--- src/rtl/rbd_pkg.sv ---
// Shared types and constants for the Rice bitstream decoder.
// Used by rbd_front, rbd_back and rice_bitstream_decoder; no dependencies.
`default_nettype none

package rbd_pkg;

   // Stream geometry
   localparam int BITS_PER_BYTE    = 8;
   localparam int HEADER_BITS_LAST = 2;
   localparam int BIT_IDX_W        = $clog2(BITS_PER_BYTE);

   // Queue between front and back
   localparam int QUEUE_DEPTH = 2;
   localparam int QUEUE_PTR_W = $clog2(QUEUE_DEPTH);
   localparam int QUEUE_CNT_W = $clog2(QUEUE_DEPTH + 1);

   // Result kinds
   typedef enum logic [1:0] {
      KIND_SYMBOL    = 2'd0,
      KIND_END       = 2'd1,
      KIND_EARLY_END = 2'd2
   } result_kind_type;

   // Word class set by the front end
   typedef enum logic {
      ITEM_DATA = 1'b0,
      ITEM_END  = 1'b1
   } item_class_type;

   // Queue entry
   typedef struct packed {
      item_class_type cls;
      logic [7:0]     data_byte;
   } item_type;

   // Decode phase, one-hot
   typedef enum logic [2:0] {
      PH_HEADER    = 3'b001,
      PH_UNARY     = 3'b010,
      PH_REMAINDER = 3'b100
   } phase_type;

endpackage : rbd_pkg

`default_nettype wire

--- src/rtl/rbd_front.sv ---
// Front end: accepts input words, classifies them and queues them.
// Depends on rbd_pkg.
`default_nettype none

module rbd_front (
   input  wire logic          clock,
   input  wire logic          reset,
   input  wire logic          req_valid,
   output logic               req_stall,
   input  wire logic [7:0]    req_data_byte,
   input  wire logic          req_end_of_stream,
   output logic               head_valid,
   output rbd_pkg::item_type  head_item,
   input  wire logic          head_pop
);
   import rbd_pkg::*;

   item_type                 queue_ff [QUEUE_DEPTH];
   logic [QUEUE_PTR_W-1:0]   wr_ptr_ff, wr_ptr_in;
   logic [QUEUE_PTR_W-1:0]   rd_ptr_ff, rd_ptr_in;
   logic [QUEUE_CNT_W-1:0]   count_ff, count_in;
   logic                     push;
   logic                     pop;
   item_type                 new_item;

   // Classify the incoming word
   always_comb begin
      new_item.cls       = req_end_of_stream ? ITEM_END : ITEM_DATA;
      new_item.data_byte = req_data_byte;
   end

   assign req_stall  = (count_ff == QUEUE_CNT_W'(QUEUE_DEPTH));
   assign push       = req_valid && !req_stall;
   assign head_valid = (count_ff != '0);
   assign pop        = head_pop && head_valid;
   assign head_item  = queue_ff[rd_ptr_ff];

   // Pointer and fill count
   always_comb begin
      wr_ptr_in = wr_ptr_ff;
      rd_ptr_in = rd_ptr_ff;
      count_in  = count_ff;
      if (push) begin
         wr_ptr_in = (wr_ptr_ff == QUEUE_PTR_W'(QUEUE_DEPTH - 1)) ? '0 : wr_ptr_ff + 1'b1;
      end
      if (pop) begin
         rd_ptr_in = (rd_ptr_ff == QUEUE_PTR_W'(QUEUE_DEPTH - 1)) ? '0 : rd_ptr_ff + 1'b1;
      end
      if (push && !pop) begin
         count_in = count_ff + 1'b1;
      end else if (pop && !push) begin
         count_in = count_ff - 1'b1;
      end
   end

   always_ff @(posedge clock) begin
      if (reset) begin
         wr_ptr_ff <= '0;
         rd_ptr_ff <= '0;
         count_ff  <= '0;
      end else begin
         wr_ptr_ff <= wr_ptr_in;
         rd_ptr_ff <= rd_ptr_in;
         count_ff  <= count_in;
      end
   end

   // Queue storage
   always_ff @(posedge clock) begin
      if (push) begin
         queue_ff[wr_ptr_ff] <= new_item;
      end
   end

endmodule : rbd_front

`default_nettype wire

--- src/rtl/rbd_back.sv ---
// Back end: bit-serial Rice decode of queued words, one stream bit per cycle unless paused
// by a held result, with a pending-result stage and the output register. Depends on rbd_pkg.
`default_nettype none

module rbd_back (
   input  wire logic               clock,
   input  wire logic               reset,
   input  wire logic               head_valid,
   input  wire rbd_pkg::item_type  head_item,
   output logic                    head_pop,
   output logic                    rsp_valid,
   input  wire logic               rsp_stall,
   output logic [7:0]              rsp_decoded_value,
   output logic [1:0]              rsp_result_kind,
   output logic                    rsp_last_of_run
);
   import rbd_pkg::*;

   // Decoder state
   phase_type               phase_ff, phase_in;
   logic [1:0]              hdr_cnt_ff, hdr_cnt_in;
   logic [2:0]              rice_k_ff, rice_k_in;
   logic [7:0]              quot_ff, quot_in;
   logic [6:0]              rem_acc_ff, rem_acc_in;
   logic [2:0]              rem_left_ff, rem_left_in;
   logic [BIT_IDX_W-1:0]    bit_idx_ff, bit_idx_in;

   // Pending result and output register
   logic                    pend_valid_ff, pend_valid_in;
   logic                    pend_final_ff, pend_final_in;
   logic [7:0]              pend_value_ff, pend_value_in;
   result_kind_type         pend_kind_ff, pend_kind_in;
   logic                    out_valid_ff, out_valid_in;
   logic [7:0]              out_value_ff, out_value_in;
   result_kind_type         out_kind_ff, out_kind_in;
   logic                    out_last_ff, out_last_in;

   // Step signals
   logic                    cur_bit;
   logic                    byte_end;
   logic                    sym;
   logic [7:0]              sym_value;
   result_kind_type         sym_kind;
   logic [7:0]              rem_word;
   logic [2:0]              rem_left_dec;
   logic                    out_free;
   logic                    step_ok;
   logic                    step;
   logic                    move;

   assign cur_bit  = head_item.data_byte[bit_idx_ff];
   assign byte_end = (head_item.cls == ITEM_END) ||
                     (bit_idx_ff == BIT_IDX_W'(BITS_PER_BYTE - 1));
   assign rem_word     = {rem_acc_ff, cur_bit};
   assign rem_left_dec = rem_left_ff - 3'd1;

   // Next decoder state for the current bit or end word
   always_comb begin
      phase_in    = phase_ff;
      hdr_cnt_in  = hdr_cnt_ff;
      rice_k_in   = rice_k_ff;
      quot_in     = quot_ff;
      rem_acc_in  = rem_acc_ff;
      rem_left_in = rem_left_ff;
      sym         = 1'b0;
      sym_value   = '0;
      sym_kind    = KIND_SYMBOL;
      if (head_item.cls == ITEM_END) begin
         sym         = 1'b1;
         sym_kind    = (phase_ff == PH_UNARY || phase_ff == PH_REMAINDER) ?
                       KIND_END : KIND_EARLY_END;
         phase_in    = PH_HEADER;
         hdr_cnt_in  = '0;
         rice_k_in   = '0;
         quot_in     = '0;
         rem_acc_in  = '0;
         rem_left_in = '0;
      end else begin
         unique case (phase_ff)
            PH_UNARY: begin
               if (cur_bit) begin
                  quot_in = quot_ff + 8'd1;
               end else if (rice_k_ff == '0) begin
                  sym       = 1'b1;
                  sym_value = quot_ff;
                  quot_in   = '0;
               end else begin
                  phase_in    = PH_REMAINDER;
                  rem_acc_in  = '0;
                  rem_left_in = rice_k_ff;
               end
            end
            PH_REMAINDER: begin
               rem_left_in = rem_left_dec;
               if (rem_left_dec == '0) begin
                  sym        = 1'b1;
                  sym_value  = (quot_ff << rice_k_ff) | rem_word;
                  quot_in    = '0;
                  rem_acc_in = '0;
                  phase_in   = PH_UNARY;
               end else begin
                  rem_acc_in = rem_word[6:0];
               end
            end
            default: begin
               rice_k_in = {rice_k_ff[1:0], cur_bit};
               if (hdr_cnt_ff >= 2'(HEADER_BITS_LAST)) begin
                  hdr_cnt_in  = '0;
                  phase_in    = PH_UNARY;
                  quot_in     = '0;
                  rem_acc_in  = '0;
                  rem_left_in = '0;
               end else begin
                  hdr_cnt_in = hdr_cnt_ff + 2'd1;
               end
            end
         endcase
      end
   end

   // Handshake between bit engine, pending stage and output register
   assign out_free = !out_valid_ff || !rsp_stall;
   assign step_ok  = !pend_valid_ff || out_free || (!sym && !byte_end);
   assign step     = head_valid && step_ok;
   assign head_pop = step && byte_end;
   assign move     = pend_valid_ff && out_free &&
                     (pend_final_ff || (step && (sym || byte_end)));

   // Bit position within the current word
   always_comb begin
      bit_idx_in = bit_idx_ff;
      if (step) begin
         bit_idx_in = byte_end ? '0 : bit_idx_ff + 1'b1;
      end
   end

   // Pending result: held until the next result or the word end shows its last flag
   always_comb begin
      pend_valid_in = pend_valid_ff;
      pend_final_in = pend_final_ff;
      pend_value_in = pend_value_ff;
      pend_kind_in  = pend_kind_ff;
      if (step && sym) begin
         pend_valid_in = 1'b1;
         pend_final_in = byte_end;
         pend_value_in = sym_value;
         pend_kind_in  = sym_kind;
      end else if (move) begin
         pend_valid_in = 1'b0;
      end
   end

   // Output register
   always_comb begin
      out_valid_in = out_valid_ff && rsp_stall;
      out_value_in = out_value_ff;
      out_kind_in  = out_kind_ff;
      out_last_in  = out_last_ff;
      if (move) begin
         out_valid_in = 1'b1;
         out_value_in = pend_value_ff;
         out_kind_in  = pend_kind_ff;
         out_last_in  = pend_final_ff || (step && byte_end && !sym);
      end
   end

   always_ff @(posedge clock) begin
      if (reset) begin
         phase_ff      <= PH_HEADER;
         hdr_cnt_ff    <= '0;
         rice_k_ff     <= '0;
         quot_ff       <= '0;
         rem_acc_ff    <= '0;
         rem_left_ff   <= '0;
         bit_idx_ff    <= '0;
         pend_valid_ff <= 1'b0;
         pend_final_ff <= 1'b0;
         out_valid_ff  <= 1'b0;
      end else begin
         if (step) begin
            phase_ff    <= phase_in;
            hdr_cnt_ff  <= hdr_cnt_in;
            rice_k_ff   <= rice_k_in;
            quot_ff     <= quot_in;
            rem_acc_ff  <= rem_acc_in;
            rem_left_ff <= rem_left_in;
         end
         bit_idx_ff    <= bit_idx_in;
         pend_valid_ff <= pend_valid_in;
         pend_final_ff <= pend_final_in;
         out_valid_ff  <= out_valid_in;
      end
   end

   // Payload registers
   always_ff @(posedge clock) begin
      pend_value_ff <= pend_value_in;
      pend_kind_ff  <= pend_kind_in;
      out_value_ff  <= out_value_in;
      out_kind_ff   <= out_kind_in;
      out_last_ff   <= out_last_in;
   end

   assign rsp_valid         = out_valid_ff;
   assign rsp_decoded_value = out_value_ff;
   assign rsp_result_kind   = out_kind_ff;
   assign rsp_last_of_run   = out_last_ff;

endmodule : rbd_back

`default_nettype wire

--- src/rtl/rice_bitstream_decoder.sv ---
// Rice bitstream decoder top: rbd_front word queue feeding rbd_back (uses rbd_pkg).
// Throughput: data words are decoded one stream bit per cycle, an end word is taken whole;
// the engine pauses while a finished result cannot move on; the 2-word queue fills meanwhile.
// Path: a symbol whose bit ends the word passes the pending and output registers to rsp_valid;
// else it waits for the next symbol or word end; an idle end word first passes the queue.
// Reset (synchronous): empties queue and output, returns the decoder to the header phase.
`default_nettype none

module rice_bitstream_decoder (
   input  wire logic        clock,
   input  wire logic        reset,
   input  wire logic        req_valid,
   output logic             req_stall,
   input  wire logic [7:0]  req_data_byte,
   input  wire logic        req_end_of_stream,
   output logic             rsp_valid,
   input  wire logic        rsp_stall,
   output logic [7:0]       rsp_decoded_value,
   output logic [1:0]       rsp_result_kind,
   output logic             rsp_last_of_run
);
   import rbd_pkg::*;

   logic      head_valid;
   item_type  head_item;
   logic      head_pop;

   // Accept and queue words
   rbd_front u_front (
      .clock             (clock),
      .reset             (reset),
      .req_valid         (req_valid),
      .req_stall         (req_stall),
      .req_data_byte     (req_data_byte),
      .req_end_of_stream (req_end_of_stream),
      .head_valid        (head_valid),
      .head_item         (head_item),
      .head_pop          (head_pop)
   );

   // Decode and deliver results
   rbd_back u_back (
      .clock             (clock),
      .reset             (reset),
      .head_valid        (head_valid),
      .head_item         (head_item),
      .head_pop          (head_pop),
      .rsp_valid         (rsp_valid),
      .rsp_stall         (rsp_stall),
      .rsp_decoded_value (rsp_decoded_value),
      .rsp_result_kind   (rsp_result_kind),
      .rsp_last_of_run   (rsp_last_of_run)
   );

endmodule : rice_bitstream_decoder

`default_nettype wire

--- config.mk ---
export PLATFORM = sky130hd
export DESIGN_NAME = rice_bitstream_decoder
export DESIGN_NICKNAME = d
export VERILOG_FILES = /design/src/rtl/rbd_pkg.sv /design/src/rtl/rbd_front.sv /design/src/rtl/rbd_back.sv /design/src/rtl/rice_bitstream_decoder.sv
export SDC_FILE = /design/constraint.sdc
export NUM_CORES = 1
export LEC_CHECK = 0
export ABC_AREA = 1
export BUFFER_PORTS_ARGS = -buffer_cell sky130_fd_sc_hd__buf_2
export CAP_MARGIN = 20
export CORE_ASPECT_RATIO = 1.1
export CORE_UTILIZATION = 60
export DETAILED_ROUTE_END_ITERATION = 10
export GPL_TIMING_DRIVEN = 0
export PLACE_DENSITY_LB_ADDON = 0.3
export SLEW_MARGIN = 10
export SYNTH_ARGS = -nofsm -noshare
export SYNTH_HDL_FRONTEND = slang
export SYNTH_SLANG_ARGS = --single-unit
--- constraint.sdc ---
create_clock -name clock -period 2.86 [get_ports clock]
set_clock_uncertainty 0.1 [all_clocks]
set_input_delay 0.429 -clock clock [delete_from_list [all_inputs] [get_ports clock]]
set_output_delay 0.429 -clock clock [all_outputs]
set_load 0.02 [all_outputs]
==> flow_metrics.py <==
metrics = {
    "global_route": {
        "antenna_found_initial": 0,
        "grt_pass1_wl_mm": 12.8,
        "track_usage_pct": 25.5,
        "grt_max_degree": 13,
        "grt-ovfl-total": 0,
        "grt_pass1_vias": 2779,
    },
    "timing": {
        "drv_slew": 0,
        "tns_ns": 0,
        "postLayoutSetupSlackWorst_ns": 0.211,
        "hold_viol": 0,
        "max_freq_ghz": 0.377,
        "period_share_pct": 92.6,
        "tightest_slew_ns": 0.855,
        "relSlewSlack_pct": 42.8,
        "setup_viol": 0,
        "rsz0062_at_grt": "false",
        "min_period_ns": 2.65,
    },
    "setup_path": {
        "path_buf_inv": 2,
        "cpMaxStageDelayCell": "ha_1",
        "crit_family": "simple AND/OR/NAND/NOR gates",
        "critPathMaxStageDelay_ns": 0.39,
        "cp_max_fo": 8,
        "crit_required_ns": 2.99,
        "arrival_ns": 2.78,
        "crit_type": "register to register",
        "critical_path.cell_chain": "inv_1 -> ha_1 -> xor2_1 -> inv_1 -> nand2_2 -> nor2_4 -> nor2_2 -> nand3_4 -> nand2_4 -> nand3_1 -> ha_1 -> a21oi_1 -> o21ai_0 -> o21ai_0 -> a21oi_1",
        "critPathLaunchType": "register",
        "critPathCaptureType": "register",
    },
    "clocking": {
        "cts_setup_buffers": 0,
        "cts_buffer_depth": 2,
        "root_buffer": "clkbuf_8",
        "cts.sinks": 76,
        "clk_latency_ns": 0.34,
        "clk_pin_slew_ns": 0.07,
        "cts_tree": "yes",
        "htree_num_levels": 3,
        "cts_made_buffers": 9,
    },
    "drt": {
        "postRouteWirelength_mm": 7.57,
        "remaining_drc_errors": 0,
        "vias_per_cell": 5.33,
        "wl_met2_mm": 3.48,
        "highest_layer": "met4",
        "first_pass_iters": 5,
        "wire_per_inst_um": 13.4,
        "wl_met3_um": 599,
        "met1_length_mm": 3.39,
        "first_iter_violations": 321,
        "via_count": 3009,
        "ant_nets": 0,
    },
    "floorplan": {
        "die_h_um": 84.6,
        "core-area_um2": 5880,
        "die_w_um": 77.1,
        "io_pins": 26,
        "rows": 29,
        "start_util_pct": 63.3,
        "die-area_um2": 6520,
    },
    "power": {
        "p_leak_nw": 1.83,
        "power_mw": 4.33,
        "powerDensity_nw_per_um2": 1040,
        "ir_worst_vdd_mv": 0.655,
    },
    "final_layout": {
        "fill_cells": 482,
        "fin_nets": 502,
        "final_cell_mix": "nand2_1, inv_1, nor2_1",
        "area_growth_pct": 11.4,
        "layout_commonest_cell": "nand2_1",
        "diodes": 0,
        "drive_above_1_share_pct": 12.7,
        "post-route-util_pct": 70.6,
        "finalInstanceArea_um2": 4150,
    },
    "synthesis": {
        "syn_area_um2": 3720,
        "syn_inst": 447,
        "yosys_warnings": 0,
        "ys_types": 36,
        "async_flop_share_pct": 0,
        "synth-seq-area-share_pct": 51.4,
        "yosys_most_used_dff": "edfxtp_1",
        "syn-num-nets": 466,
        "synth_edf_count": 39,
        "avgSynthCellArea_um2": 8.33,
        "ys_ff_latch": 76,
    },
    "placed_design": {
        "dpl.hpwl_mm": 5.65,
        "postPlaceCellArea_um2": 3940,
        "place_congestion": 0.873,
        "dpl_worst_slack_ns": 0.0942,
        "portBuffers": 25,
    },
    "run": {
        "drv_cap": 0,
    },
    "worst_hold_path": {
        "min_path_type": "primary input to register",
    },
    "outcome": {
        "status": "completed",
    },
}
power breakdown:
part / leakage [nW] / switching, mW / total (mW) / internal (mW)
Sequential: 0.668 / 0.172 / 1.66 / 1.49
Combinational: 1.06 / 1.25 / 1.86 / 0.612
Clock: 0.0983 / 0.358 / 0.808 / 0.449
Total: 1.83 / 1.78 / 4.33 / 2.55
cell families (layout without fill, tap and decap cells):
kind of cell / after synthesis / count (layout) / share of synthesized area [%]
and+or+nand+nor: 204 / 204 / 23.9
buffers and inverters: 80 / 121 / 8.87
DFF: 76 / 76 / 51.4
AOI/OAI and AO/OA: 73 / 73 / 12.0
xor gates and xnor gates: 8 / 8 / 1.88
adders and majority gates: 6 / 6 / 2.02
synthesized netlist by cell type, types with 3 or more instances:
cell / instances / area [um2]
a21oi_1: 23 / 115
nand2_2: 4 / 25.0
nand2_1: 97 / 364
dfxtp_1: 37 / 741
o21ai_1: 3 / 15.0
o22ai_1: 3 / 18.8
a22oi_1: 6 / 45.0
o21ai_0: 18 / 90.1
clkbuf_1: 5 / 18.8
nor2_2: 3 / 18.8
ha_1: 6 / 75.1
o21bai_1: 10 / 75.1
nor2_1: 64 / 240
xor2_1: 8 / 70.1
nor3_1: 6 / 30.0
edfxtp_1: 39 / 1170
inv_1: 66 / 248
o211ai_1: 5 / 37.5
nand3_1: 21 / 105
layout make-up:
type | count | area, um2 | area share (%)
Buffer | 11 | 66.3 | 1.60
Tap cell | 77 | 96.3 | 2.32
Multi-Input combinational cell | 291 | 1490 | 35.9
Clock inverter | 2 | 33.8 | 0.814
Clock buffer | 14 | 163 | 3.92
Timing Repair Buffer | 25 | 125 | 3.02
Inverter | 69 | 264 | 6.36
Sequential cell | 76 | 1910 | 46.1
worst paths after layout:
kind,start,end,slack (ns),cells after the start
max reg2reg,u_back.rem_left_ff[0],u_front.count_ff[1],0.21,15
min reg2reg,u_back.pend_value_ff[1],u_back.rsp_decoded_value[1],0.32,0
min,req_data_byte[4],u_front.queue_ff[0][4],0.17,1
max,u_back.rem_left_ff[0],u_front.count_ff[1],0.21,15
routing by layer:
| metal | vias up | track usage (%) |
|---|---|---|
| met1 | 1375 | 34.1 |
| met3 | 9 | 5.54 |
| met5 | - | 0 |
| met2 | 103 | 41.2 |
| li1 | 1522 | - |
| met4 | 0 | 8.23 |
registers in the layout, summed over array words and instances, names as in the netlist, named ones only:
name,flops
u_front.rd_ptr_ff,1
u_back.rem_acc_ff,7
u_back.pend_valid_ff,1
u_back.rice_k_ff,3
u_back.pend_final_ff,1
u_back.bit_idx_ff,3
u_front.wr_ptr_ff,1
u_front.queue_ff,18
u_front.count_ff,2
u_back.rsp_valid,1
u_back.hdr_cnt_ff,2
u_back.quot_ff,8
u_back.pend_kind_ff,2
u_back.pend_value_ff,8
u_back.rsp_decoded_value,8
u_back.rem_left_ff,3
u_back.rsp_result_kind,2
u_back.phase_ff,3
u_back.rsp_last_of_run,1
repair_timing:
action / 4_1_cts / 5_1_grt
gates resized for setup: 0 / 2
setup endpoints to repair: 0 / 1
hold buffers: 0 / 0
metrics by stage:
stage / hold slack [ns] / cells
floorplan: 0.300 / 447
global placement: 0.301 / 549
detailed placement: 0.307 / 549
CTS: 0.151 / 565
global route: 0.148 / 565
finish: 0.171 / 565
(Power assumes the default switching activity.)
